$ cat src/rtl/stms_pkg.sv
// Package with the shared types, codes and sizes of the sorted table search block.
`timescale 1ns / 1ps

package stms_pkg;

    localparam int TABLE_DEPTH = 4096;
    localparam int ADDR_W      = $clog2(TABLE_DEPTH);
    localparam int CNT_W       = $clog2(TABLE_DEPTH + 1);
    localparam int ISBN_W      = 31;
    localparam int TYPE_W      = 2;
    localparam int KEY_W       = ISBN_W + TYPE_W;
    localparam int TOTAL_W     = 32;

    typedef logic [1:0]         kind_t;
    typedef logic [KEY_W-1:0]   key_t;
    typedef logic [ADDR_W-1:0]  addr_t;
    typedef logic [CNT_W-1:0]   cnt_t;
    typedef logic [TOTAL_W-1:0] total_t;

    localparam kind_t KIND_LOAD   = 2'd0;
    localparam kind_t KIND_SEARCH = 2'd1;
    localparam kind_t KIND_CLEAR  = 2'd2;

    localparam total_t TOTAL_MAX = '1;

    typedef enum logic [2:0] {
        ST_IDLE,
        ST_INS_RD,
        ST_INS_CMP,
        ST_SRCH_RD,
        ST_SRCH_CMP,
        ST_RESP
    } state_t;

    // Request from the sequencer to the record memory.
    typedef struct packed {
        logic  we;
        addr_t waddr;
        key_t  wdata;
        logic  re;
        addr_t raddr;
    } mem_req_t;

    // Result handed from the sequencer to the output register.
    typedef struct packed {
        logic   found;
        total_t found_total;
        logic   load_dropped;
    } result_t;

endpackage

$ cat src/rtl/stms_if.sv
// Handshake interfaces for the input item channel and the result channel.
`timescale 1ns / 1ps

interface stms_item_if;
    logic                         valid;
    logic                         ready;
    logic [1:0]                   kind;
    logic [30:0]                  isbn;
    logic [1:0]                   book_type;

    modport source (output valid, output kind, output isbn, output book_type, input ready);
    modport sink   (input valid, input kind, input isbn, input book_type, output ready);
endinterface


$ cat src/rtl/stms_ctrl.sv
// Sequencer with the shared key comparator: sorted insertion, binary search and counters.
`timescale 1ns / 1ps

module stms_ctrl
    import stms_pkg::*;
(
    input  logic          clk,
    input  logic          rst_n,
    stms_item_if.sink     item,
    output mem_req_t      mem_req,
    input  key_t          rd_data,
    output logic          res_valid,
    output result_t       res,
    input  logic          res_ready
);

    state_t state_reg, state_next;
    cnt_t   count_reg, count_next;
    total_t counter_reg, counter_next;
    addr_t  idx_reg, idx_next;
    cnt_t   lo_reg, lo_next;
    cnt_t   hi_reg, hi_next;
    addr_t  mid_reg, mid_next;
    key_t   key_reg, key_next;
    logic   hit_reg, hit_next;
    logic   drop_reg, drop_next;

    logic   in_fire;
    key_t   in_key;
    logic   rd_lt_key;
    logic   rd_eq_key;
    cnt_t   mid_wide;

    assign in_fire = item.valid && item.ready;
    assign in_key  = {item.isbn, item.book_type};

    // The one comparator, shared by insertion and search.
    assign rd_lt_key = rd_data < key_reg;
    assign rd_eq_key = rd_data == key_reg;

    assign mid_wide = lo_reg + ((hi_reg - lo_reg) >> 1);

    always_ff @(posedge clk or negedge rst_n)
    begin
        if (!rst_n)
        begin
            state_reg   <= ST_IDLE;
            count_reg   <= '0;
            counter_reg <= '0;
        end
        else
        begin
            state_reg   <= state_next;
            count_reg   <= count_next;
            counter_reg <= counter_next;
        end
    end

    always_ff @(posedge clk)
    begin
        idx_reg  <= idx_next;
        lo_reg   <= lo_next;
        hi_reg   <= hi_next;
        mid_reg  <= mid_next;
        key_reg  <= key_next;
        hit_reg  <= hit_next;
        drop_reg <= drop_next;
    end

    // Next state.
    always_comb
    begin
        state_next = state_reg;
        unique case (state_reg)
            ST_IDLE:
            begin
                if (in_fire)
                begin
                    if (item.kind == KIND_LOAD)
                    begin
                        state_next = (count_reg >= cnt_t'(TABLE_DEPTH)) ? ST_RESP : ST_INS_RD;
                    end
                    else if (item.kind == KIND_SEARCH)
                    begin
                        state_next = ST_SRCH_RD;
                    end
                end
            end
            ST_INS_RD:
            begin
                state_next = (idx_reg == '0) ? ST_IDLE : ST_INS_CMP;
            end
            ST_INS_CMP:
            begin
                state_next = (rd_lt_key || rd_eq_key) ? ST_IDLE : ST_INS_RD;
            end
            ST_SRCH_RD:
            begin
                state_next = (lo_reg >= hi_reg) ? ST_RESP : ST_SRCH_CMP;
            end
            ST_SRCH_CMP:
            begin
                state_next = ST_SRCH_RD;
            end
            ST_RESP:
            begin
                if (res_ready)
                begin
                    state_next = ST_IDLE;
                end
            end
            default:
            begin
                state_next = ST_IDLE;
            end
        endcase
    end

    // Datapath and memory controls.
    always_comb
    begin
        count_next   = count_reg;
        counter_next = counter_reg;
        idx_next     = idx_reg;
        lo_next      = lo_reg;
        hi_next      = hi_reg;
        mid_next     = mid_reg;
        key_next     = key_reg;
        hit_next     = hit_reg;
        drop_next    = drop_reg;
        mem_req      = '0;
        item.ready   = 1'b0;
        res_valid    = 1'b0;
        res.found        = hit_reg && !drop_reg;
        res.found_total  = counter_reg;
        res.load_dropped = drop_reg;

        unique case (state_reg)
            ST_IDLE:
            begin
                item.ready = 1'b1;
                if (in_fire)
                begin
                    key_next  = in_key;
                    idx_next  = count_reg[ADDR_W-1:0];
                    lo_next   = '0;
                    hi_next   = count_reg;
                    hit_next  = 1'b0;
                    drop_next = (item.kind == KIND_LOAD);
                    if (item.kind == KIND_CLEAR)
                    begin
                        count_next   = '0;
                        counter_next = '0;
                    end
                end
            end
            ST_INS_RD:
            begin
                if (idx_reg == '0)
                begin
                    mem_req.we    = 1'b1;
                    mem_req.waddr = idx_reg;
                    mem_req.wdata = key_reg;
                    count_next    = count_reg + cnt_t'(1);
                end
                else
                begin
                    mem_req.re    = 1'b1;
                    mem_req.raddr = idx_reg - addr_t'(1);
                end
            end
            ST_INS_CMP:
            begin
                // Entries greater than the new key move up one place; equal ones stay below.
                mem_req.we    = 1'b1;
                mem_req.waddr = idx_reg;
                if (rd_lt_key || rd_eq_key)
                begin
                    mem_req.wdata = key_reg;
                    count_next    = count_reg + cnt_t'(1);
                end
                else
                begin
                    mem_req.wdata = rd_data;
                    idx_next      = idx_reg - addr_t'(1);
                end
            end
            ST_SRCH_RD:
            begin
                if (lo_reg >= hi_reg)
                begin
                    if (hit_reg && counter_reg != TOTAL_MAX)
                    begin
                        counter_next = counter_reg + total_t'(1);
                    end
                end
                else
                begin
                    mid_next      = mid_wide[ADDR_W-1:0];
                    mem_req.re    = 1'b1;
                    mem_req.raddr = mid_wide[ADDR_W-1:0];
                end
            end
            ST_SRCH_CMP:
            begin
                // A present key is always probed on its way to the lower bound.
                if (rd_eq_key)
                begin
                    hit_next = 1'b1;
                end
                if (rd_lt_key)
                begin
                    lo_next = cnt_t'(mid_reg) + cnt_t'(1);
                end
                else
                begin
                    hi_next = cnt_t'(mid_reg);
                end
            end
            ST_RESP:
            begin
                res_valid = 1'b1;
            end
            default:
            begin
                mem_req = '0;
            end
        endcase
    end

`ifndef SYNTHESIS
    a_count_bound: assert property (@(posedge clk) disable iff (!rst_n)
        count_reg <= cnt_t'(TABLE_DEPTH))
        else $error("record count above table depth");

    a_search_window: assert property (@(posedge clk) disable iff (!rst_n)
        (state_reg == ST_SRCH_CMP) |-> (lo_reg < hi_reg && hi_reg <= count_reg))
        else $error("search window out of range");

    a_clear_empties: assert property (@(posedge clk) disable iff (!rst_n)
        (in_fire && item.kind == KIND_CLEAR) |=> (count_reg == '0 && counter_reg == '0))
        else $error("clear did not empty the table");

    a_counter_monotonic: assert property (@(posedge clk) disable iff (!rst_n)
        !(in_fire && item.kind == KIND_CLEAR) |=> counter_reg >= $past(counter_reg))
        else $error("found count went down without a clear");
`endif

endmodule

$ cat src/flat_wrapper.sv
// flat-port wrapper written by rule: the top's interface ports become plain ports
module stms_ctrl_flat import stms_pkg::*;
  (clk, rst_n, mem_req, rd_data, res_valid, res, res_ready, item_valid, item_kind, item_isbn, item_book_type, item_ready);
  stms_item_if item_i ();
  input  logic clk;
  input  logic rst_n;
  output mem_req_t mem_req;
  input  key_t rd_data;
  output logic res_valid;
  output result_t res;
  input  logic res_ready;
  input wire logic [$bits(item_i.valid)-1:0] item_valid;
  input wire logic [$bits(item_i.kind)-1:0] item_kind;
  input wire logic [$bits(item_i.isbn)-1:0] item_isbn;
  input wire logic [$bits(item_i.book_type)-1:0] item_book_type;
  output wire logic [$bits(item_i.ready)-1:0] item_ready;
  assign item_i.valid = item_valid;
  assign item_i.kind = item_kind;
  assign item_i.isbn = item_isbn;
  assign item_i.book_type = item_book_type;
  assign item_ready = item_i.ready;
  stms_ctrl u_core (.clk(clk), .rst_n(rst_n), .item(item_i), .mem_req(mem_req), .rd_data(rd_data), .res_valid(res_valid), .res(res), .res_ready(res_ready));
endmodule
$ cat config.mk
export PLATFORM = sky130hd
export DESIGN_NAME = stms_ctrl_flat
export DESIGN_NICKNAME = d
export VERILOG_FILES = /design/src/rtl/stms_pkg.sv /design/src/rtl/stms_if.sv /design/src/rtl/stms_ctrl.sv /design/src/flat_wrapper.sv
export SDC_FILE = /design/constraint.sdc
export NUM_CORES = 1
export LEC_CHECK = 0
export BUFFER_PORTS_ARGS = -buffer_cell sky130_fd_sc_hd__buf_2
export CORE_ASPECT_RATIO = 0.5
export CORE_MARGIN = 3
export CORE_UTILIZATION = 25
export CTS_CLUSTER_SIZE = 14
export DETAILED_ROUTE_END_ITERATION = 7
export GPL_TIMING_DRIVEN = 0
export PLACE_DENSITY = 0.49
export SLEW_MARGIN = 20
export SYNTH_ARGS = -nofsm -noshare
export SYNTH_HDL_FRONTEND = slang
export SYNTH_SLANG_ARGS = --single-unit
$ cat constraint.sdc
create_clock -name clk -period 11.1 [get_ports clk]
set_input_delay 1.665 -clock clk [delete_from_list [all_inputs] [get_ports clk]]
set_output_delay 1.665 -clock clk [all_outputs]
set_load 0.02 [all_outputs]
* Word level (Yosys, flattened, before mapping)
Cells that the tools add are included.
** Storage, ports and cells
- Bits of input ports :: 72
- Flip-flop bits (word level) :: 133
- Logic and storage cells :: 101
** Operators by class
- Multiplexer cells :: 39
- Reduce and logical (&&, ||, !) cells :: 21
- Bitwise operators :: 1
- Order comparisons :: 3
- Equality and inequality tests :: 21
- Add/subtract/negate cells :: 6
** Operators by type and width (number)
- $mux W13 :: 10
- $mux W32 :: 4
- $pmux W46 S2 :: 1
- $pmux W13 S2 :: 3
- $pmux W32 S2 :: 1
- $mux W46 :: 1
- $pmux W13 S3 :: 1
- $eq A33 B33 Y1 :: 1
- $lt A33 B33 Y1 :: 1
- $mux W33 :: 1
- $add A32 B1 Y32 const B :: 1
- $ne A32 B32 Y1 const B :: 1
- $mux W12 :: 2
- $pmux W12 S2 :: 1
- $pmux W3 S6 :: 1
- $ne A2 B1 Y1 const B :: 8
- $mux W3 :: 5
- $reduce_and A3 Y1 :: 5
- $add A12 B1 Y13 const B :: 1
- $add A13 B1 Y13 const B :: 1
- $ge A13 B13 Y1 :: 1
- $ge A13 B13 Y1 const B :: 1
- $sub A13 B13 Y13 :: 1
- $add A12 B12 Y12 :: 1
- other kinds (22) :: 37

* Longest topological paths before layout
Gate-level depths: netlist of run 1.
- Depth in word-level cells :: 5
- Mapped depth :: 17
- Gate-level depth less buffers :: 17

* Least setup slack after synthesis of run 1
Ideal clock, no wire load.
- Path type :: input to output
- Start point :: in rd_data[32]
- End point :: out mem_req[13] (netlist bit)
- Slack :: 5.652 ns
- Path buffers :: 2
- Stages on the path :: 10
- Arrival time :: 3.783 ns
- Required time :: 9.435 ns
- Path through :: ha_1 > nand4_2 > nor3_4 > nand4_1 > or4_4 > o31a_1 > buf_6 > a21oi_4 > buf_6 > a22o_1
** RTL lines
- from (decl) :: RTL line flat_wrapper.sv:8 : input key_t rd_data;
- to (decl) :: RTL line flat_wrapper.sv:7 : output mem_req_t mem_req;

==> impl_metrics.tcl, run 1 <==
set metrics [dict create \
    setup_viol 0 \
    area_growth_syn_to_layout_pct 24.0 \
    drv_cap 0 \
    slew_violations 0 \
    timing.critical_path.required_ns 9.44 \
    r2r_setup_slack_ns 7.15 \
    die_x_microns 271 \
    drtAntennaViolNets 0 \
    layout.cells.most_common "buf_2" \
    p_int_mw 1.64 \
    cts_resized 0 \
    worstPathCellList "buf_2, ha_1, nand4_2, nor3_2, nand4_1, nor2_1, o31ai_4, nor2_1, clkbuf_1, a22o_1, buf_2" \
    endpoint_kind "primary output" \
    pwr-share-seq_pct 26.7 \
    cp_max_fo 10 \
    grt_pass1_vias 7968 \
    cts_max_level 4 \
    outcome "completed" \
    clkTransAtPathRegs_ns 0.06 \
    antenna_found_initial 4 \
    max_stage_delay_ns 0.68 \
    p_sw_mw 1.32 \
    layout_min_cycle_time_ns 6.59 \
    fmax_ghz 0.152 \
    core-area_sq_um 33900 \
    gp_congestion 0.884 \
    synth_nets 1059 \
    switching_share_pct 44.6 \
    power_leakage_nw 4.85 \
    async_reset_ff_share_pct 36.1 \
    syn_avg_cell_area_sq_um 9.54 \
    wl_per_cell_microns 17.4 \
    final_hold_viol_count 0 \
    grt_max_degree 49 \
    worstSkewPairLatency_ns 0.44 \
    die_h_microns 139 \
    fp.dieArea_sq_um 37600 \
    cts_buffer_depth 2 \
    layout_setup_ws_ns 4.51 \
    drc 0 \
    min_path_type "register to register" \
    syn_area_sq_um 8810 \
    crit_path_start_kind "input port" \
    cts_tree "done" \
    largest_register_ffs 33 \
    drt-initial-drc-count 441 \
    nFillCells 3597 \
    clockRootBuffer "clkbuf_16" \
    dp_worst_setup_slack_ns 4.54 \
    tightest_slew_ns 0.863 \
    wl_mm 27.7 \
    numPortBuffers 166 \
    num_io_pins 167 \
    holdWs_ns 0.563 \
    ys_warn_count 0 \
    postCtsHoldBufs 0 \
    fin_skew_ns 0.0122 \
    finalPower_mw 2.96 \
    slew_headroom_pct 42.3 \
    dr.pass1.iters 5 \
    cp.arrival_ns 4.92 \
    layout_common_cells "170 x buf_2, 104 x nand2_1, 85 x edfxtp_1" \
    rsz0062_at_grt "false" \
    cts_setup_buffers 0 \
    synth.distinct_cells 69 \
    syn_inst 923 \
    path_class "input port to primary output" \
    comb_power_share_pct 52.4 \
    viasPerCell 4.89 \
    power_density_nw_per_um2 271 \
    final_nets 1248 \
    layout-drive-gt1-share_pct 22.6 \
    track_usage_pct 14.9 \
    grt_pass1_wl_mm 44.3 \
    power_frac_clock_pct 20.9 \
    num_vias 7790 \
    synth_seq_cells 133 \
    ir_drop_mv 0.118 \
    clock-sinks 133 \
    hpwlAfterDp_mm 21.8 \
    synth-edff-count 85 \
    numCtsBuffers 17 \
    gr-total-overflow 0 \
    rows 47 \
    cp_slowest_cell "nor2_1" \
    start_util_pct 26.0 \
    min_period_over_period_pct 59.3 \
    synth_flop_cell "edfxtp_1" \
    ys_seq_area_share_pct 42.6 \
    setup_tns_ns 0 \
]
cells in the mapped netlist, types with 3 or more instances:
library cell  number  area, sq um
nand2_1          104          390
edfxtp_1          85         2550
inv_1             76          285
ha_1              62          776
nor2_1            62          233
a21oi_1           54          270
o21ai_0           49          245
dfrtp_1           48         1200
a22o_1            37          324
and3_1            23          144
nand3_1           22          110
clkbuf_1          20         75.1
xnor2_1           19          166
nand4_1           18          113
nor3_1            15         75.1
xor2_1            15          131
or4_1             14          105
a31o_2            12          105
mux2i_1           11          110
nand2b_1          11         68.8
o31ai_1           11         82.6
and2_1            10         62.6
or2_2             10         62.6
and4_1             9         78.8
or3_1              9         56.3
a21o_1             8         60.1
nor4_1             8         50.1
o21a_1             8         60.1
nor2b_1            7         43.8
o22ai_1            7         43.8
o211ai_1           6         45.0
o31a_1             6         52.6
a211oi_1           5         37.5
buf_2              5         25.0
buf_6              4         45.0
o211a_1            4         40.0
a21boi_0           3         22.5
buf_4              3         22.5
o21ai_1            3         15.0
power by group through the flow:
stage | registers (mW) | logic, mW | clock network, mW
2_1_floorplan | 0.771 | 1.06 | 0
3_3_place_gp | 0.804 | 1.51 | 0
3_5_place_dp | 0.801 | 1.55 | 0
4_1_cts | 0.791 | 1.56 | 0.631
5_1_grt | 0.806 | 1.71 | 0.650
6_report | 0.792 | 1.55 | 0.619
stage by stage:
step | area [sq um] | std cells | utilization [%]
global route | 10900 | 1592 | 32.2
finish | 10900 | 1592 | 32.2
global placement | 10200 | 1554 | 30.2
detailed placement | 10300 | 1558 | 30.4
floorplan | 8810 | 923 | -
CTS | 10900 | 1590 | 32.2
metal layers:
metal  vias to the layer above  GRT usage, %  part of all wire (%)
met5                         -             0                 0.083
met4                         4          4.96                   2.1
met3                        45          3.54                   5.0
met2                       215          24.8                    48
met1                      3747          19.1                    45
li1                       3779             -                     -
final timing paths:
kind | endpoint | cells past startpoint | startpoint
hold reg to reg | u_core.counter_reg[18] | 2 | u_core.counter_reg[18]
setup / recovery | mem_req[32] | 11 | rd_data[23]
min in group asynchronous | u_core.counter_reg[18] | 1 | rst_n
setup reg to reg | u_core.mid_reg[11] | 13 | u_core.lo_reg[1]
hold / removal | u_core.counter_reg[18] | 2 | u_core.counter_reg[18]
max in group asynchronous | u_core.count_reg[0] | 1 | rst_n
kinds of logic (layout without fill, tap and decap cells):
logic type | after synthesis | in the layout | synth area share (%)
xor+xnor | 34 | 34 | 3.38
flops | 133 | 133 | 42.6
mux | 11 | 11 | 1.25
simple gates | 335 | 335 | 19.8
buf+inv | 110 | 312 | 5.24
fa+ha+maj | 64 | 64 | 9.26
other cells | 0 | 2 | 0
compound gates | 236 | 236 | 18.5
critical path: cells and delay by family:
kind | cells | cell delay (ns)
compound gates | 2 | 0.44
simple gates | 5 | 1.63
fa+ha+maj | 1 | 0.33
buf+inv | 3 | 0.84
cell type report:
type | count | area, sq um | share of cell area [%]
antenna | 2 | 5.00 | 0.0458
buffer | 33 | 171 | 1.57
clock buffer | 19 | 433 | 3.96
clock inverter | 13 | 198 | 1.81
inverter | 77 | 290 | 2.66
multi-input combinational | 680 | 4600 | 42.2
sequential | 133 | 3750 | 34.4
tap | 465 | 582 | 5.33
timing repair buffer | 170 | 883 | 8.09
Power figures use the tool's default switching activity.
==> run 2: changes to the inputs <==
- ABC_AREA: unset -> 1
- clock period: 11.1 -> 6.1 ns (I/O delays scaled with it)
==> run 2 against run 1 <==
Compared with the run above: power up 100%; clock-buffer cell count down 2; hold slack worse by 0.059 ns; register-to-register slack worse by 4.6 ns; non-clock buffer count down 4; global-route usage down 0.45 points; via count up 7.7%; critical path type is now register to primary output; highest routed layer is now met4.
==> impl_metrics.tcl, run 2 <==
set metrics [dict create \
    cts_tree "done" \
    clkTransAtPathRegs_ns 0.07 \
    setup_viol 0 \
    layout-drive-gt1-share_pct 18.3 \
    dr.pass1.iters 5 \
    rows 49 \
    regArea_sq_um 3750 \
    rsz0062_at_grt "false" \
    syn_avg_cell_area_sq_um 7.61 \
    layout.cells.most_common "nand2_1" \
    fp.dieArea_sq_um 40500 \
    outcome "completed" \
    grt_pass1_vias 8182 \
    die_x_microns 282 \
    ys_seq_area_share_pct 39.5 \
    viasPerCell 4.34 \
    power_density_nw_per_um2 517 \
    layout_common_cells "393 x nand2_1, 177 x buf_2, 157 x inv_1" \
    core-area_sq_um 36700 \
    min_period_over_period_pct 80.6 \
    grt_pass1_wl_mm 45.2 \
    timing.critical_path.required_ns 5.18 \
    numCtsBuffers 17 \
    cts_max_level 4 \
    layout_min_cycle_time_ns 4.91 \
    path_class "register to primary output" \
    grt_max_degree 49 \
    multi_input_area_sq_um 4960 \
    power_frac_clock_pct 17.3 \
    hpwlAfterDp_mm 23.1 \
    gr-total-overflow 0 \
    fin_skew_ns 0.0111 \
    largest_register_ffs 33 \
    cp_max_fo 5 \
    slew_violations 0 \
    area_growth_syn_to_layout_pct 21.8 \
    finalPower_mw 5.98 \
    synth_seq_cells 133 \
    num_io_pins 167 \
    r2r_setup_slack_ns 2.54 \
    gp_congestion 0.862 \
    drc 0 \
    numPortBuffers 166 \
    num_vias 8392 \
    drtAntennaViolNets 0 \
    power_leakage_nw 5.54 \
    drv_cap 0 \
    crit_path_start_kind "register" \
    slew_headroom_pct 32.8 \
    synth_top_area_share_pct 26.9 \
    syn_inst 1248 \
    synth.largest_area_cell "edfxtp_1" \
    drt-initial-drc-count 588 \
    cts_resized 0 \
    async_reset_ff_share_pct 36.1 \
    clock-sinks 133 \
    p_int_mw 3.02 \
    final_nets 1571 \
    pwr-share-seq_pct 25.2 \
    synth_flop_cell "edfxtp_1" \
    clockRootBuffer "clkbuf_16" \
    endpoint_kind "primary output" \
    nFillCells 3940 \
    cts_buffer_depth 2 \
    ys_top_cells_by_count "393 x nand2_1, 157 x inv_1, 145 x nor2_1" \
    worstSkewPairLatency_ns 0.43 \
    cp.arrival_ns 4.00 \
    track_usage_pct 14.5 \
    comb_power_share_pct 57.5 \
    fmax_ghz 0.203 \
    start_util_pct 25.9 \
    setup_tns_ns 0 \
    wl_per_cell_microns 14.8 \
    synth.area.top_cells "edfxtp_1 27%, nand2_1 16%, dfrtp_1 13%" \
    ys_warn_count 0 \
    min_path_type "input port to asynchronous set/reset pin" \
    synth_nets 1384 \
    wl_mm 28.7 \
    post-synth-top-count-cell "nand2_1" \
    synth-edff-count 85 \
    tightest_slew_ns 1.00 \
    p_sw_mw 2.96 \
    ir_drop_mv 0.212 \
    postCtsHoldBufs 0 \
    die_h_microns 144 \
    final_hold_viol_count 0 \
    switching_share_pct 49.5 \
    antenna_found_initial 2 \
    synth.distinct_cells 46 \
    syn_area_sq_um 9500 \
    cts_setup_buffers 0 \
]
run 2: kinds of logic (layout without fill, tap and decap cells):
logic type | count (synthesis) | after routing | share of synthesized area [%]
fa+ha+maj | 64 | 64 | 8.59
simple gates | 685 | 685 | 31.0
buf+inv | 194 | 394 | 8.44
xor+xnor | 65 | 65 | 5.99
compound gates | 107 | 107 | 6.49
other cells | 0 | 2 | 0
flops | 133 | 133 | 39.5
run 2: worst max-delay path: stages (launching register included):
cell and delay, ns:
edfxtp_1 0.41, ha_1 0.23, fa_1 0.41, o21ai_0 0.51
inv_1 0.09, nor2_1 0.10, nor2_1 0.07, nor2_1 0.09
nor2_1 0.05, xor2_1 0.14, ha_1 0.38, nand2_1 0.07
nor2_1 0.13, o21ai_0 0.12, nand4_1 0.11, xor2_1 0.32
o22ai_2 0.14, buf_2 0.18
run 2: final timing paths:
path                       cells after the start                      to                  from
max in group asynchronous                      1    u_core.count_reg[12]                 rst_n
min in group clk                               2    u_core.count_reg[11]  u_core.count_reg[11]
max reg2reg                                   16      u_core.mid_reg[10]      u_core.lo_reg[0]
min                                            1  u_core.counter_reg[21]                 rst_n
min reg2reg                                    2    u_core.count_reg[11]  u_core.count_reg[11]
max                                           17             mem_req[10]      u_core.lo_reg[0]
run 2: routing by layer:
layer / vias up / GRT usage [%] / share of wire [%]
met5: - / 0 / 0
met4: 0 / 3.90 / 1.7
li1: 4400 / - / -
met1: 3859 / 19.1 / 47
met2: 106 / 24.6 / 48
met3: 27 / 2.31 / 2.7
run 2: through the flow:
stage	setup WS, ns	utilization (%)	area, sq um	std cells	hold WS [ns]
after global routing	0.811	31.6	11600	1934	0.539
final	1.19	31.6	11600	1934	0.504
after detailed placement	1.63	30.0	11000	1900	0.493
after global placement	1.64	29.8	10900	1898	0.483
after CTS	1.15	31.6	11600	1932	0.509
after floorplan	2.33	-	9500	1248	0.464
run 2: power by group through the flow:
| stage | clock (mW) | sequential, mW | combinational [mW] |
|---|---|---|---|
| CTS | 1.06 | 1.50 | 3.46 |
| global route | 1.10 | 1.53 | 3.90 |
| global placement | 0 | 1.53 | 3.40 |
| finish | 1.04 | 1.51 | 3.44 |
| detailed placement | 0 | 1.52 | 3.43 |
| floorplan | 0 | 1.47 | 2.41 |
run 2: layout make-up:
type / instances / area share, %
multi-input cells: 921 / 42.8
flip-flops and latches: 133 / 32.4
repair buffers: 168 / 7.50
inverters: 163 / 5.31
well taps: 484 / 5.23
clock buffers: 17 / 3.68
plain buffers: 31 / 1.62
clock inverters: 15 / 1.35
diodes: 2 / 0.0432
==> run 3: changes to the inputs <==
- PLACE_DENSITY: 0.49 -> 0.5
- clock period: 6.1 -> 4.05 ns (I/O delays scaled with it)
==> run 3 against run 2 <==
Compared with the run above: die area unchanged; global-route usage about the same; flip-flop and latch count unchanged; final cell count increased by 0.62%; largest power group unchanged; via count increased by 0.76%; sequential power increased by 50%; critical endpoint unchanged; clock power increased by 53%; clock-buffer cell count increased by 2; register-to-register slack got worse by 1.6 ns.
==> impl_metrics.tcl, run 3 (synthesis results as in run 2) <==
set metrics [dict create \
    gr-total-overflow 0 \
    dr.pass1.iters 5 \
    min_period_over_period_pct 99.8 \
    clockRootBuffer "clkbuf_16" \
    fin_skew_ns 0.00986 \
    layout.cells.most_common "nand2_1" \
    final_hold_viol_count 0 \
    min_path_type "input port to asynchronous set/reset pin" \
    grt_pass1_vias 8078 \
    nFillCells 3901 \
    setup_tns_ns 0 \
    viasPerCell 4.35 \
    path_class "register to primary output" \
    num_vias 8456 \
    ir_drop_mv 0.370 \
    numPortBuffers 166 \
    fp.dieArea_sq_um 40500 \
    startpoint "u_core.lo_reg[0]" \
    postCtsHoldBufs 0 \
    drt-initial-drc-count 583 \
    wl_per_cell_microns 15.0 \
    placed_cells 1900 \
    die_x_microns 282 \
    timing.critical_path.required_ns 3.44 \
    fmax_ghz 0.247 \
    slew_headroom_pct 31.7 \
    track_usage_pct 14.4 \
    crit_path_start_kind "register" \
    cp_max_fo 5 \
    slew_violations 0 \
    clkTransAtPathRegs_ns 0.06 \
    drc 0 \
    power_leakage_nw 5.63 \
    wl_mm 29.3 \
    final_nets 1584 \
    endpoint_kind "primary output" \
    num_io_pins 167 \
    power_density_nw_per_um2 839 \
    cts_tree "done" \
    antenna_found_initial 1 \
    cp_top_family "adder cells" \
    tightest_slew_ns 1.02 \
    cts_buffer_depth 2 \
    layout-drive-gt1-share_pct 22.4 \
    core-area_sq_um 36700 \
    cp.arrival_ns 3.43 \
    rows 49 \
    numCtsBuffers 17 \
    setup_viol 0 \
    start_util_pct 25.9 \
    layout_min_cycle_time_ns 4.04 \
    gp_congestion 0.854 \
    timing.critical_path.mode_cell "nor2_1" \
    clock-sinks 133 \
    rsz0062_at_grt "true" \
    largest_register_ffs 33 \
    fin_util_pct 32.6 \
    cp_slowest_cell "edfxtp_1" \
    grt_max_degree 49 \
    drtAntennaViolNets 0 \
    die_h_microns 144 \
    path_buf_inv 2 \
    cts_max_level 4 \
    outcome "completed" \
    worstPathCellList "ha_2, fa_2, o21ai_4, inv_1, nor2_1, nor2_2, nor2_1, nor2_1, xor2_1, ha_4, nand2_2, nor2_2, nand3b_1, nand4_1, xor2_2, o22ai_2, buf_6" \
    drv_cap 0 \
    grt_pass1_wl_mm 44.9 \
    worstSkewPairLatency_ns 0.43 \
    layout_common_cells "386 x nand2_1, 171 x buf_2, 150 x inv_1" \
    hpwlAfterDp_mm 23.0 \
    final_cells 1946 \
    max_stage_delay_ns 0.42 \
    rr_startpoint "u_core.lo_reg[0]" \
    area_growth_syn_to_layout_pct 25.9 \
]
[run 3: path summary, 6_finish.rpt]
| kind | endpoint | slack [ns] | cells after the start |
|---|---|---|---|
| max | mem_req[10] | 0.008 | 17 |
| min | u_core.counter_reg[21] | 0.21 | 1 |
| max reg2reg | u_core.mid_reg[10] | 0.90 | 17 |
| min reg2reg | u_core.count_reg[5] | 0.53 | 2 |
| max in group asynchronous | u_core.counter_reg[6] | 3.39 | 1 |
| min in group clk | u_core.key_reg[0] | 0.35 | 1 |
[run 3: metal layers]
metal | track usage, % | vias to the layer above | routed length [microns]
met3 | 2.31 | 22 | 873
li1 | - | 4421 | -
met5 | 0 | - | 0
met2 | 24.7 | 116 | 14200
met4 | 3.68 | 0 | 420
met1 | 19.0 | 3897 | 13700
[run 3: layout make-up]
class | instances | area [sq um] | share of cell area (%)
Inverter | 163 | 617 | 5.16
Antenna cell | 1 | 2.50 | 0.0209
Tap cell | 484 | 606 | 5.06
Timing Repair Buffer | 181 | 992 | 8.29
Buffer | 31 | 188 | 1.57
Clock buffer | 19 | 433 | 3.62
Multi-Input combinational cell | 921 | 5210 | 43.6
Sequential cell | 133 | 3750 | 31.4
Clock inverter | 13 | 158 | 1.32
[run 3: timing repair]
| action | CTS | global route |
|---|---|---|
| setup endpoints to repair | 8 | 7 |
| buffers inserted | 4 | 9 |
| resized for setup | 24 | 51 |
| pin swaps | 12 | 41 |
[run 3: per-stage QoR]
stage	power [mW]	setup slack, ns	area (sq um)	hold slack, ns
after floorplan	5.84	0.587	9500	0.312
after global placement	7.42	-0.409	10900	0.520
after detailed placement	7.44	-0.0879	11000	0.524
after CTS	9.36	-0.104	11700	0.224
after global routing	10.8	-0.184	12000	0.254
final	10.0	0.00802	12000	0.206
[run 3: where the power goes]
| part | internal, mW | switching, mW | leakage [nW] | total, mW |
|---|---|---|---|---|
| clock | 0.966 | 0.624 | 0.281 | 1.59 |
| sequential | 2.03 | 0.243 | 1.47 | 2.27 |
| combinational | 2.20 | 3.98 | 3.88 | 6.17 |
